===== config.mk =====
export PLATFORM = sky130hd
export DESIGN_NAME = apw_div
export DESIGN_NICKNAME = d
export VERILOG_FILES = /design/src/apw_pkg.sv /design/src/apw_div.sv
export SDC_FILE = /design/constraint.sdc
export NUM_CORES = 1
export LEC_CHECK = 0
export ABC_AREA = 0
export BUFFER_PORTS_ARGS = -buffer_cell sky130_fd_sc_hd__buf_2
export CAP_MARGIN = 20
export CORE_AREA = 2 2 84 86
export CTS_BUF_LIST = sky130_fd_sc_hd__clkbuf_4 sky130_fd_sc_hd__clkbuf_8 sky130_fd_sc_hd__clkbuf_16
export DETAILED_ROUTE_END_ITERATION = 10
export DIE_AREA = 0 0 86 88
export PLACE_DENSITY = 0.66
export SYNTH_ARGS = -nofsm -noshare
export SYNTH_HDL_FRONTEND = slang
export SYNTH_SLANG_ARGS = --single-unit

===== constraint.sdc =====
create_clock -name clk -period 2.4 [get_ports clk]
set_input_delay 0.12 -clock clk [delete_from_list [all_inputs] [get_ports clk]]
set_output_delay 0.12 -clock clk [all_outputs]
set_load 0.01 [all_outputs]

===== src/apw_pkg.sv =====
`timescale 1ns / 1ps
// ---------------------------------------------------------------------------
// apw_pkg: shared types and constants of the average pool window unit
// Item layouts, configuration set, divider handshake and sequencer states.
// ---------------------------------------------------------------------------
package apw_pkg;

  localparam int SAMPLE_W  = 16;
  localparam int ROW_W     = 6;
  localparam int COL_W     = 6;
  localparam int CHAN_W    = 4;
  localparam int COUNT_W   = 7;
  localparam int WIN_LIMIT = 8;
  // 64 samples of 16 bits need 22 bits signed
  localparam int SUM_W     = SAMPLE_W + 6;
  localparam int CFG_IDX_W = 3;
  localparam int CFG_DAT_W = 7;

  localparam logic OP_STORE   = 1'b0;
  localparam logic OP_REQUEST = 1'b1;

  localparam logic [CFG_IDX_W-1:0] REG_IMAGE_HEIGHT  = 3'd0;
  localparam logic [CFG_IDX_W-1:0] REG_IMAGE_WIDTH   = 3'd1;
  localparam logic [CFG_IDX_W-1:0] REG_WINDOW_HEIGHT = 3'd2;
  localparam logic [CFG_IDX_W-1:0] REG_WINDOW_WIDTH  = 3'd3;
  localparam logic [CFG_IDX_W-1:0] REG_STEP_ROWS     = 3'd4;
  localparam logic [CFG_IDX_W-1:0] REG_STEP_COLS     = 3'd5;
  localparam logic [CFG_IDX_W-1:0] REG_MARGIN_ROWS   = 3'd6;
  localparam logic [CFG_IDX_W-1:0] REG_MARGIN_COLS   = 3'd7;

  typedef struct packed {
    logic                       operation;
    logic [ROW_W-1:0]           row;
    logic [COL_W-1:0]           col;
    logic [CHAN_W-1:0]          channel;
    logic signed [SAMPLE_W-1:0] sample;
  } in_item_t;

  typedef struct packed {
    logic signed [SAMPLE_W-1:0] average;
    logic [COUNT_W-1:0]         window_count;
  } out_item_t;

  typedef struct packed {
    logic [6:0] image_height;
    logic [6:0] image_width;
    logic [3:0] window_height;
    logic [3:0] window_width;
    logic [3:0] step_rows;
    logic [3:0] step_cols;
    logic [2:0] margin_rows;
    logic [2:0] margin_cols;
  } cfg_t;

  typedef struct packed {
    logic               start;
    logic [SUM_W-1:0]   dividend;
    logic [COUNT_W-1:0] divisor;
  } div_req_t;

  typedef struct packed {
    logic             done;
    logic [SUM_W-1:0] quotient;
  } div_rsp_t;

  typedef enum logic [2:0] {
    ST_IDLE,
    ST_SETUP,
    ST_WALK,
    ST_DRAIN,
    ST_DIV_GO,
    ST_DIV_WAIT
  } seq_state_t;

endpackage


===== src/apw_div.sv =====
`timescale 1ns / 1ps
// ---------------------------------------------------------------------------
// apw_div: serial unsigned divider
// Restoring division, one quotient bit per cycle, done pulse at the end.
// ---------------------------------------------------------------------------
module apw_div (
  input  logic              clk,
  input  logic              rst_n,
  input  apw_pkg::div_req_t req,
  output apw_pkg::div_rsp_t rsp
);

  localparam int SUM_W   = apw_pkg::SUM_W;
  localparam int COUNT_W = apw_pkg::COUNT_W;
  localparam int STEP_W  = $clog2(SUM_W + 1);

  logic                busy_r, busy_nxt;
  logic                done_r, done_nxt;
  logic [STEP_W-1:0]   cnt_r, cnt_nxt;
  logic [COUNT_W-1:0]  rem_r, rem_nxt;
  logic [COUNT_W-1:0]  den_r, den_nxt;
  logic [SUM_W-1:0]    quo_r, quo_nxt;
  logic [COUNT_W:0]    rem_sh;
  logic                ge;

  assign rem_sh = {rem_r, quo_r[SUM_W-1]};
  assign ge     = (rem_sh >= {1'b0, den_r});

  always_comb begin
    busy_nxt = busy_r;
    done_nxt = 1'b0;
    cnt_nxt  = cnt_r;
    rem_nxt  = rem_r;
    den_nxt  = den_r;
    quo_nxt  = quo_r;
    if (req.start) begin
      busy_nxt = 1'b1;
      cnt_nxt  = STEP_W'(SUM_W);
      rem_nxt  = '0;
      den_nxt  = req.divisor;
      quo_nxt  = req.dividend;
    end else if (busy_r) begin
      rem_nxt = ge ? COUNT_W'(rem_sh - {1'b0, den_r}) : COUNT_W'(rem_sh);
      quo_nxt = {quo_r[SUM_W-2:0], ge};
      cnt_nxt = cnt_r - STEP_W'(1);
      if (cnt_r == STEP_W'(1)) begin
        busy_nxt = 1'b0;
        done_nxt = 1'b1;
      end
    end
  end

  always_ff @(posedge clk) begin
    if (!rst_n) begin
      busy_r <= 1'b0;
      done_r <= 1'b0;
      cnt_r  <= '0;
    end else begin
      busy_r <= busy_nxt;
      done_r <= done_nxt;
      cnt_r  <= cnt_nxt;
    end
  end

  always_ff @(posedge clk) begin
    rem_r <= rem_nxt;
    den_r <= den_nxt;
    quo_r <= quo_nxt;
  end

  assign rsp.done     = done_r;
  assign rsp.quotient = quo_r;

endmodule


---- After elaboration in Yosys (flattened, before gate mapping) ----
Cells that the tools add are included.
cells by class
  bitwise operators ....................... 2
  $lt $le $gt $ge ......................... 1
  add/subtract/negate cells ............... 2
  reductions and logical operators ........ 3
  equality and inequality tests ........... 1
  muxes and demuxes ....................... 9
operator list
  cell                                                                count
  22-bit two-way mux                                                  2
  5-bit two-way mux                                                   2
  8-bit by 7-bit greater-or-equal comparator with 1-bit output        1
  7-bit two-way mux                                                   1
  7-bit subtractor                                                    1
  5-bit by 1-bit == test with 1-bit output, second input constant     1
  5-bit by 1-bit subtractor with 5-bit output, second input constant  1
  1-bit two-way mux                                                   4
  3-bit OR reduction                                                  1
  1-bit inverter                                                      2
  2-bit nonzero test                                                  1
  2-bit OR reduction                                                  1
word-level totals
  flip-flop bits (word level) ............. 43
  output and inout bits ................... 23

---- Longest topological paths before layout ----
Gate-level depths: netlist of run 1.
  depth after elaboration ................. 4
  mapped depth ............................ 8
  gate-level depth less buffers ........... 7

---- Least setup slack after synthesis of run 1 ----
OpenSTA, ideal clock, no wires.
  kind .................................... reg2reg
  from .................................... register quo_r[21]
  to ...................................... register rem_r[4]
  buffers on the path ..................... 0
  stages on the path, launching flop included .. 8
  period minus slack after synthesis ...... 2.108 ns
  arrival time ............................ 1.992 ns
  path slack .............................. 0.292 ns
  cell sequence ........................... edfxtp_1 > inv_1 > ha_1 > fa_1 > nand2b_2 > a211o_4 > a41o_1 > a31o_1
between the ends
  cells in the longest elaborated chain, start to end .. 2
  elaborated cells on any way between the ends .. 3
  classes of those cells .................. add/sub (1); order compare (1); mux (1)
RTL lines
  item                                                                                                     line                          RTL
  start, declared                                                                                          apw_div.sv:22                 logic [SUM_W-1:0] quo_r, quo_nxt;
  start signal, assigned                                                                                   apw_div.sv:68                 quo_r <= quo_nxt;
  7-bit subtractor / 8-bit by 7-bit greater-or-equal comparator with 1-bit output (equally long branches)  apw_div.sv:43, apw_div.sv:27
  7-bit two-way mux (*)                                                                                    apw_div.sv:43                 rem_nxt = ge ? COUNT_W'(rem_sh - {1'b0, den_r}) : COUNT_W'(rem_sh);
  end signal, assigned                                                                                     apw_div.sv:66                 rem_r <= rem_nxt;
  end, declared                                                                                            apw_div.sv:20                 logic [COUNT_W-1:0] rem_r, rem_nxt;
Every way passes the cells marked *; elsewhere a longest branch is shown, timed or not.
A chain may end at the register's enable or synchronous reset.

---- Final worst setup path of run 1 ----
Ends and elaborated chain as after synthesis.

==> run metrics, run 1 <==
outcome finished clean; period utilization 91.2%; Power, Total 1.75 mW; total core area around 6600 um^2; post-CTS sizing 0; overall die width about 86 um; final setup violation count 0; slew margin rel. 64.6%; Ports 55; share of cells above drive strength 1 39.8%; warning count from the yosys run 0; worst path cell trace inv_1, ha_1, fa_1, nand2b_2, a211o_4, a41o_1, a31o_1; Async SR Flop Fraction 0%; average routed wire per standard cell around 14 um; number of max-cap violations 0; sequential share of the synthesized area 50.6%; worst skew pair latency about 0.30 ns; largest net degree at the start of global routing 20; nets 292; Routability Congestion around 0.84; Post-synth EDFFs 29; worst r2r dst rem_r[4]$_SDFFE_PP0P_; crit path launch quo_r[21]$_DFFE_PP_; area delta synth->final 22.2%; fillers ~610; #FFs+latches synth 43; Setup CP Type flop to flop; Worst Path Max Fanout 7; GRT Util Overall between 10% and 20%; Iteration-0 DRC Markers between 150 and 200; Synth cell types 53; CTS tree yes; Mapped Cells about 190; reg2reg start quo_r[21]$_DFFE_PP_; initial core utilization between 30% and 40%; hold_sp rst_n; Max Buffers Root-to-Sink 2; n_diodes 0; ys flop type edfxtp_1; Min Hold Slack between 0.09 and 0.1 ns; RSZ-0062 raised after global routing no; PortBufs 54; first-pass iteration count of the detailed router 4; Slew Viols, Final 0; WL final around 4700 um; Vias 1684; Reg2Reg Depth 7; Num CTS Buffers 5; placed cell area around 2600 um^2; min-delay worst type primary input to flop; Clock H-tree levels 2; clock-pin transition on the worst setup and hold timing paths ~0.090 ns; Die Y around 88 um; Post-Syn Area 2280 um^2; R2R Setup Slk around 0.21 ns; Critical Path End Type flop; Worst Setup Start Kind flop; post-DR vias/cell approximately 5.1; Row Count 30; Sum Neg Setup Slack 0 ns; Die ar. about 7600 um^2; Leakage between 1 and 1.5 nW; Hold Path Sink busy_r$_SDFF_PN0_; Peak supply drop about 0.35 mV; Min-Delay Path Depth 2; Synth Net Count 230; vias in the first global route ~1700; arrival time worst endpoint approximately 2.4 ns; initial antenna violation count 0; fin area about 2800 um^2; first-pass GRT wire length around 7700 um; min cycle time layout approximately 2.2 ns; Hold Vio Cnt, Final 0; pwr/cell area roughly 630 nW/um^2; largest stage delay on the critical path 0.38 ns; remaining antenna violation count after routing 0; Root Buffer clkbuf_8; drt drc 0; CTS Sinks between 40 and 50; Fmax 0.457 GHz; Least-Margin Pin Slew roughly 0.52 ns; Crit-path slowest cell fa_1; WP data required 2.60 ns; dpl hpwl around 3400 um; Final Core Density 41.8%; Final Skew between 0.009 and 0.01 ns; average size of a mapped cell around 12 um^2; global route overflow 0
synth_stat cells, types with 2 or more instances:
cell / number / area share (%)
edfxtp_1: 29 / 38
a21boi_0: 3 / 0.99
xnor2_1: 5 / 1.9
inv_1: 13 / 2.1
buf_6: 2 / 0.99
and3_1: 8 / 2.2
buf_2: 3 / 0.66
nand2b_1: 3 / 0.82
o31ai_1: 3 / 0.99
nand4_1: 2 / 0.55
and2b_2: 2 / 0.77
ha_1: 9 / 4.9
nand3_1: 2 / 0.44
mux2_2: 22 / 11
nor2_1: 6 / 0.99
nor3_1: 6 / 1.3
nand2b_2: 2 / 0.77
nor2b_1: 2 / 0.55
o21ai_0: 3 / 0.66
o311ai_1: 3 / 1.2
a211oi_2: 2 / 1.1
dfxtp_1: 14 / 12
a41oi_1: 3 / 1.2
nand3_2: 2 / 0.88
nand2_1: 8 / 1.3
a311oi_1: 2 / 0.77
clkbuf_1: 3 / 0.49
critical path: cells and delay by family, from the launching register on:
family | cells | cell delay (ns)
AO/OA/AOI/OAI | 3 | 0.80
flip-flops | 1 | 0.35
AND/OR/NAND/NOR | 1 | 0.24
adder cells (fa/ha/maj) | 2 | 0.61
buffers and inverters | 1 | 0.07
flip-flops by register name, summed over array words and instances, names as in the netlist:
signal / cells
quo_r: 22
den_r: 7
rem_r: 7
cnt_r: 5
busy_r: 1
done_r: 1
cells by family after synthesis:
logic type      count (synthesis)  share of synthesized area, %
compound gates                 32                          11.9
xor+xnor                        6                          2.31
fa+ha+maj                      10                          5.83
buf+inv                        23                          4.78
flops                          43                          50.6
mux                            22                          10.9
simple gates                   52                          13.7
what timing repair did:
item	CTS	global route
hold buffers	6	1
setup buffers	0	0
hold endpoints to repair	6	1
cells in the final DEF (no fill, tap or decap), drive strengths merged, types with 2 or more instances in the layout:
| cell type | synthesis | routed |
|---|---|---|
| or4b | 2 | 2 |
| a311oi | 2 | 2 |
| o311ai | 3 | 3 |
| nand2b | 5 | 5 |
| nand2 | 8 | 8 |
| clkbuf | 3 | 6 |
| xnor2 | 5 | 5 |
| o21ai | 4 | 4 |
| and2b | 2 | 2 |
| ha | 9 | 9 |
| edfxtp | 29 | 29 |
| nor2b | 2 | 2 |
| and3 | 8 | 8 |
| inv | 14 | 15 |
| a21boi | 3 | 3 |
| nand3 | 4 | 4 |
| dlygate4sd3 | 0 | 7 |
| a211oi | 3 | 3 |
| mux2 | 22 | 22 |
| nor2 | 6 | 6 |
| a41oi | 3 | 3 |
| buf | 6 | 57 |
| dfxtp | 14 | 14 |
| nand4 | 2 | 2 |
| o31ai | 3 | 3 |
| nor3 | 6 | 6 |
worst max path at each step:
stage	cells past startpoint	endpoint	slack [ns]
after global placement	7	rem_r[4]$_SDFFE_PP0P_	0.33
after floorplan	7	rem_r[4]$_SDFFE_PP0P_	0.29
after global routing	7	rem_r[4]$_SDFFE_PP0P_	0.12
after CTS	7	rem_r[4]$_SDFFE_PP0P_	0.21
final	7	rem_r[4]$_SDFFE_PP0P_	0.21
after detailed placement	7	rem_r[4]$_SDFFE_PP0P_	0.23
layout make-up:
type	instances	area [um^2]	share of cell area, %
sequential	43	1150	41.4
multi-input combinational	122	1020	36.5
timing repair buffer	64	363	13.1
tap	80	100	3.60
clock buffer	6	82.6	2.97
inverter	14	52.6	1.89
clock inverter	2	15.0	0.540
metal layers:
metal  global-route usage [%]  wire (um)  up-vias
met3                     3.02        254        9
met2                     20.4       2190       56
met4                     5.34         99        0
met1                     17.2       2110      786
li1                         -          -      833
met5                        0          0        -
report_power, final:
group / leakage, nW / internal (mW) / total, mW / switching (mW)
clock network: 0.0517 / 0.236 / 0.500 / 0.264
logic: 0.737 / 0.165 / 0.338 / 0.173
registers: 0.405 / 0.867 / 0.907 / 0.0396
total: 1.19 / 1.27 / 1.75 / 0.477
per-stage QoR:
stage          setup WS [ns]  cells
2_1_floorplan          0.292    188
6_report               0.211    331
5_1_grt                0.123    331
3_3_place_gp           0.325    316
4_1_cts                0.212    330
3_5_place_dp           0.232    316
Note: power is estimated with default switching activity, not from simulation.
==> run 2, diff against run 1 <==
Settings changed: CORE_AREA 2 2 84 86 to 2 2 79 81, DIE_AREA 0 0 86 88 to 0 0 81 83, PLACE_DENSITY 0.66 to 0.72, SKIP_LAST_GASP set to 1.
==> run 2 against run 1 <==
Against the previous run: wire length shrank 0.11%; power grew 4.8%; sequential share of layout area shrank 0.056 points; cell area grew 0.13%; sequential power is essentially flat; flip-flop and latch count is the same; global-route usage grew 1.8 points; fmax grew 1.9%; clock power grew 17%; critical path depth is the same; first-iteration DRC count shrank 45%; combinational power is essentially flat.
==> run metrics, run 2 (synthesized netlist as in run 1, its figures left out) <==
fillers 562 (-7.7%); min cycle time layout 2.15 ns (-0.0404 ns); fin area 2780 um^2 (+0.13%); number of max-cap violations 0 (unchanged); largest net degree at the start of global routing 23 (+15%); Worst Setup Start Kind flop; Num CTS Buffers 5 (unchanged); Worst Path Max Fanout 7 (unchanged); fin worst setup slack 0.251 ns (+0.0404 ns); remaining antenna violation count after routing 0 (unchanged); RSZ-0062 raised after global routing no; Peak supply drop 0.385 mV (+9.7%); Iteration-0 DRC Markers 84 (-45%); Routability Congestion 0.892 (+6.0%); post-DR vias/cell 5.26 (+3.5%); share of cells above drive strength 1 39.6% (-0.24 points); Fmax 0.465 GHz (+1.9%); Root Buffer clkbuf_8; Die ar. 6720 um^2 (-11%); period utilization 89.5% (-1.7 points); crit path launch quo_r[21]$_DFFE_PP_; global route overflow 0 (unchanged); Hold Vio Cnt, Final 0 (unchanged); n_diodes 0 (unchanged); drt drc 0 (unchanged); outcome finished clean; Setup CP Type flop to flop; WL final 4650 um (-0.11%); worst skew pair latency 0.30 ns (about the same); initial antenna violation count 0 (unchanged); CTS Sinks 43 (unchanged); min-delay worst type primary input to flop; largest registers quo_r x22, den_r x7, rem_r x7; Min-Delay Path Depth 2 (unchanged); first-pass iteration count of the detailed router 4 (unchanged); Hold Path Sink busy_r$_SDFF_PN0_; vias in the first global route 1739 (+5.1%); reg2reg start quo_r[21]$_DFFE_PP_; Min Hold Slack 0.109 ns (+0.0137 ns); final setup violation count 0 (unchanged); Row Count 28 (-6.7%); Critical Path End Type flop; R2R Setup Slk 0.25 ns (+0.04 ns); dpl hpwl 3330 um (-1.6%); arrival time worst endpoint 2.35 ns (-0.04 ns); Final Skew 0.00418 ns (-0.00518 ns); CTS tree yes; Setup WS pre-CTS 0.276 ns (+0.0439 ns); Least-Margin Pin Slew 0.478 ns (-0.0399 ns); area delta synth->final 22.3%; average routed wire per standard cell 14.3 um (+1.7%); Sum Neg Setup Slack 0 ns (unchanged); pwr/cell area 657 nW/um^2 (+4.7%); nets 291 (-0.34%); PortBufs 54 (unchanged); total core area 5820 um^2 (-12%); Final Core Density 47.9% (+6.0 points); clock-pin transition on the worst setup and hold timing paths 0.09 ns (about the same); Clock H-tree levels 2 (unchanged); WP data required 2.60 ns (about the same); first-pass GRT wire length 7820 um (+1.9%); Ports 55 (unchanged); overall die width 81 um (-5.8%); commonest non-fill, non-tap cell in the layout buf_2; initial core utilization 39.1% (+4.9 points); max FFs per register 22 (unchanged); Die Y 83 um (-5.7%); Reg2Reg Depth 7 (unchanged); Max Buffers Root-to-Sink 2 (unchanged); placed cell area 2600 um^2 (-0.53%); most frequent cells in the layout 54 x buf_2, 29 x edfxtp_1, 22 x mux2_2; slew margin rel. 68.1% (+3.5 points); worst r2r dst rem_r[4]$_SDFFE_PP0P_; hold_sp rst_n; Slew Viols, Final 0 (unchanged); Vias 1711 (+1.6%); Top reg by flops quo_r; Leakage 1.19 nW (-0.13%); GRT Util Overall 14.7% (+1.8 points)
[run 2: cell count changes in the layout (fill, tap and decap cells not counted), sizes merged]
cell and delta:
buf -1, bufinv +1, clkinv -1, clkbuf -1
clkinvlp +1
[run 2: worst max path at each step]
stage | endpoint | slack [ns] | cells past startpoint
after global placement | rem_r[4]$_SDFFE_PP0P_ | 0.32 | 7
after CTS | rem_r[4]$_SDFFE_PP0P_ | 0.25 | 7
after global routing | rem_r[4]$_SDFFE_PP0P_ | 0.14 | 7
after floorplan | rem_r[4]$_SDFFE_PP0P_ | 0.29 | 7
after detailed placement | rem_r[4]$_SDFFE_PP0P_ | 0.28 | 7
final | rem_r[4]$_SDFFE_PP0P_ | 0.25 | 7
[run 2: what timing repair did]
item | 4_1_cts | 5_1_grt
resized for setup | 0 | 0
endpoints found under the hold margin | 7 | 0
buffers inserted | 0 | 0
hold buffers | 7 | 0
[run 2: metal layers]
| metal | share of wire, % | global-route usage [%] | up-vias |
|---|---|---|---|
| met4 | 1.7 | 4.47 | 0 |
| met1 | 45 | 19.0 | 830 |
| met2 | 49 | 24.3 | 41 |
| met3 | 4.5 | 3.26 | 6 |
| met5 | 0 | 0 | - |
| li1 | - | - | 834 |
[run 2: where the power goes]
group / internal, mW / switching [mW] / leakage (nW)
Clock: 0.314 / 0.271 / 0.0548
Sequential: 0.867 / 0.0401 / 0.405
Combinational: 0.163 / 0.174 / 0.733
[run 2: final cells by class]
cell class / count / area (um^2) / share of cell area [%]
Sequential cell: 43 / 1150 / 41.3
Tap cell: 75 / 93.8 / 3.37
Timing Repair Buffer: 63 / 355 / 12.8
Multi-Input combinational cell: 122 / 1020 / 36.5
Clock inverter: 3 / 46.3 / 1.66
Inverter: 14 / 52.6 / 1.89
Clock buffer: 5 / 68.8 / 2.47
[run 2: worst max-delay path, stage by stage (launching register included)]
cell and delay [ns]:
edfxtp_1 0.35, inv_1 0.06, ha_1 0.22, fa_1 0.38, nand2b_2 0.24, a211o_4 0.38
a41o_1 0.24, a31o_1 0.17
[run 2: through the flow]
| step | power [mW] | std cells |
|---|---|---|
| global route | 1.91 | 325 |
| CTS | 1.85 | 325 |
| finish | 1.83 | 325 |
| global placement | 1.24 | 310 |
| floorplan | 1.14 | 188 |
| detailed placement | 1.25 | 310 |
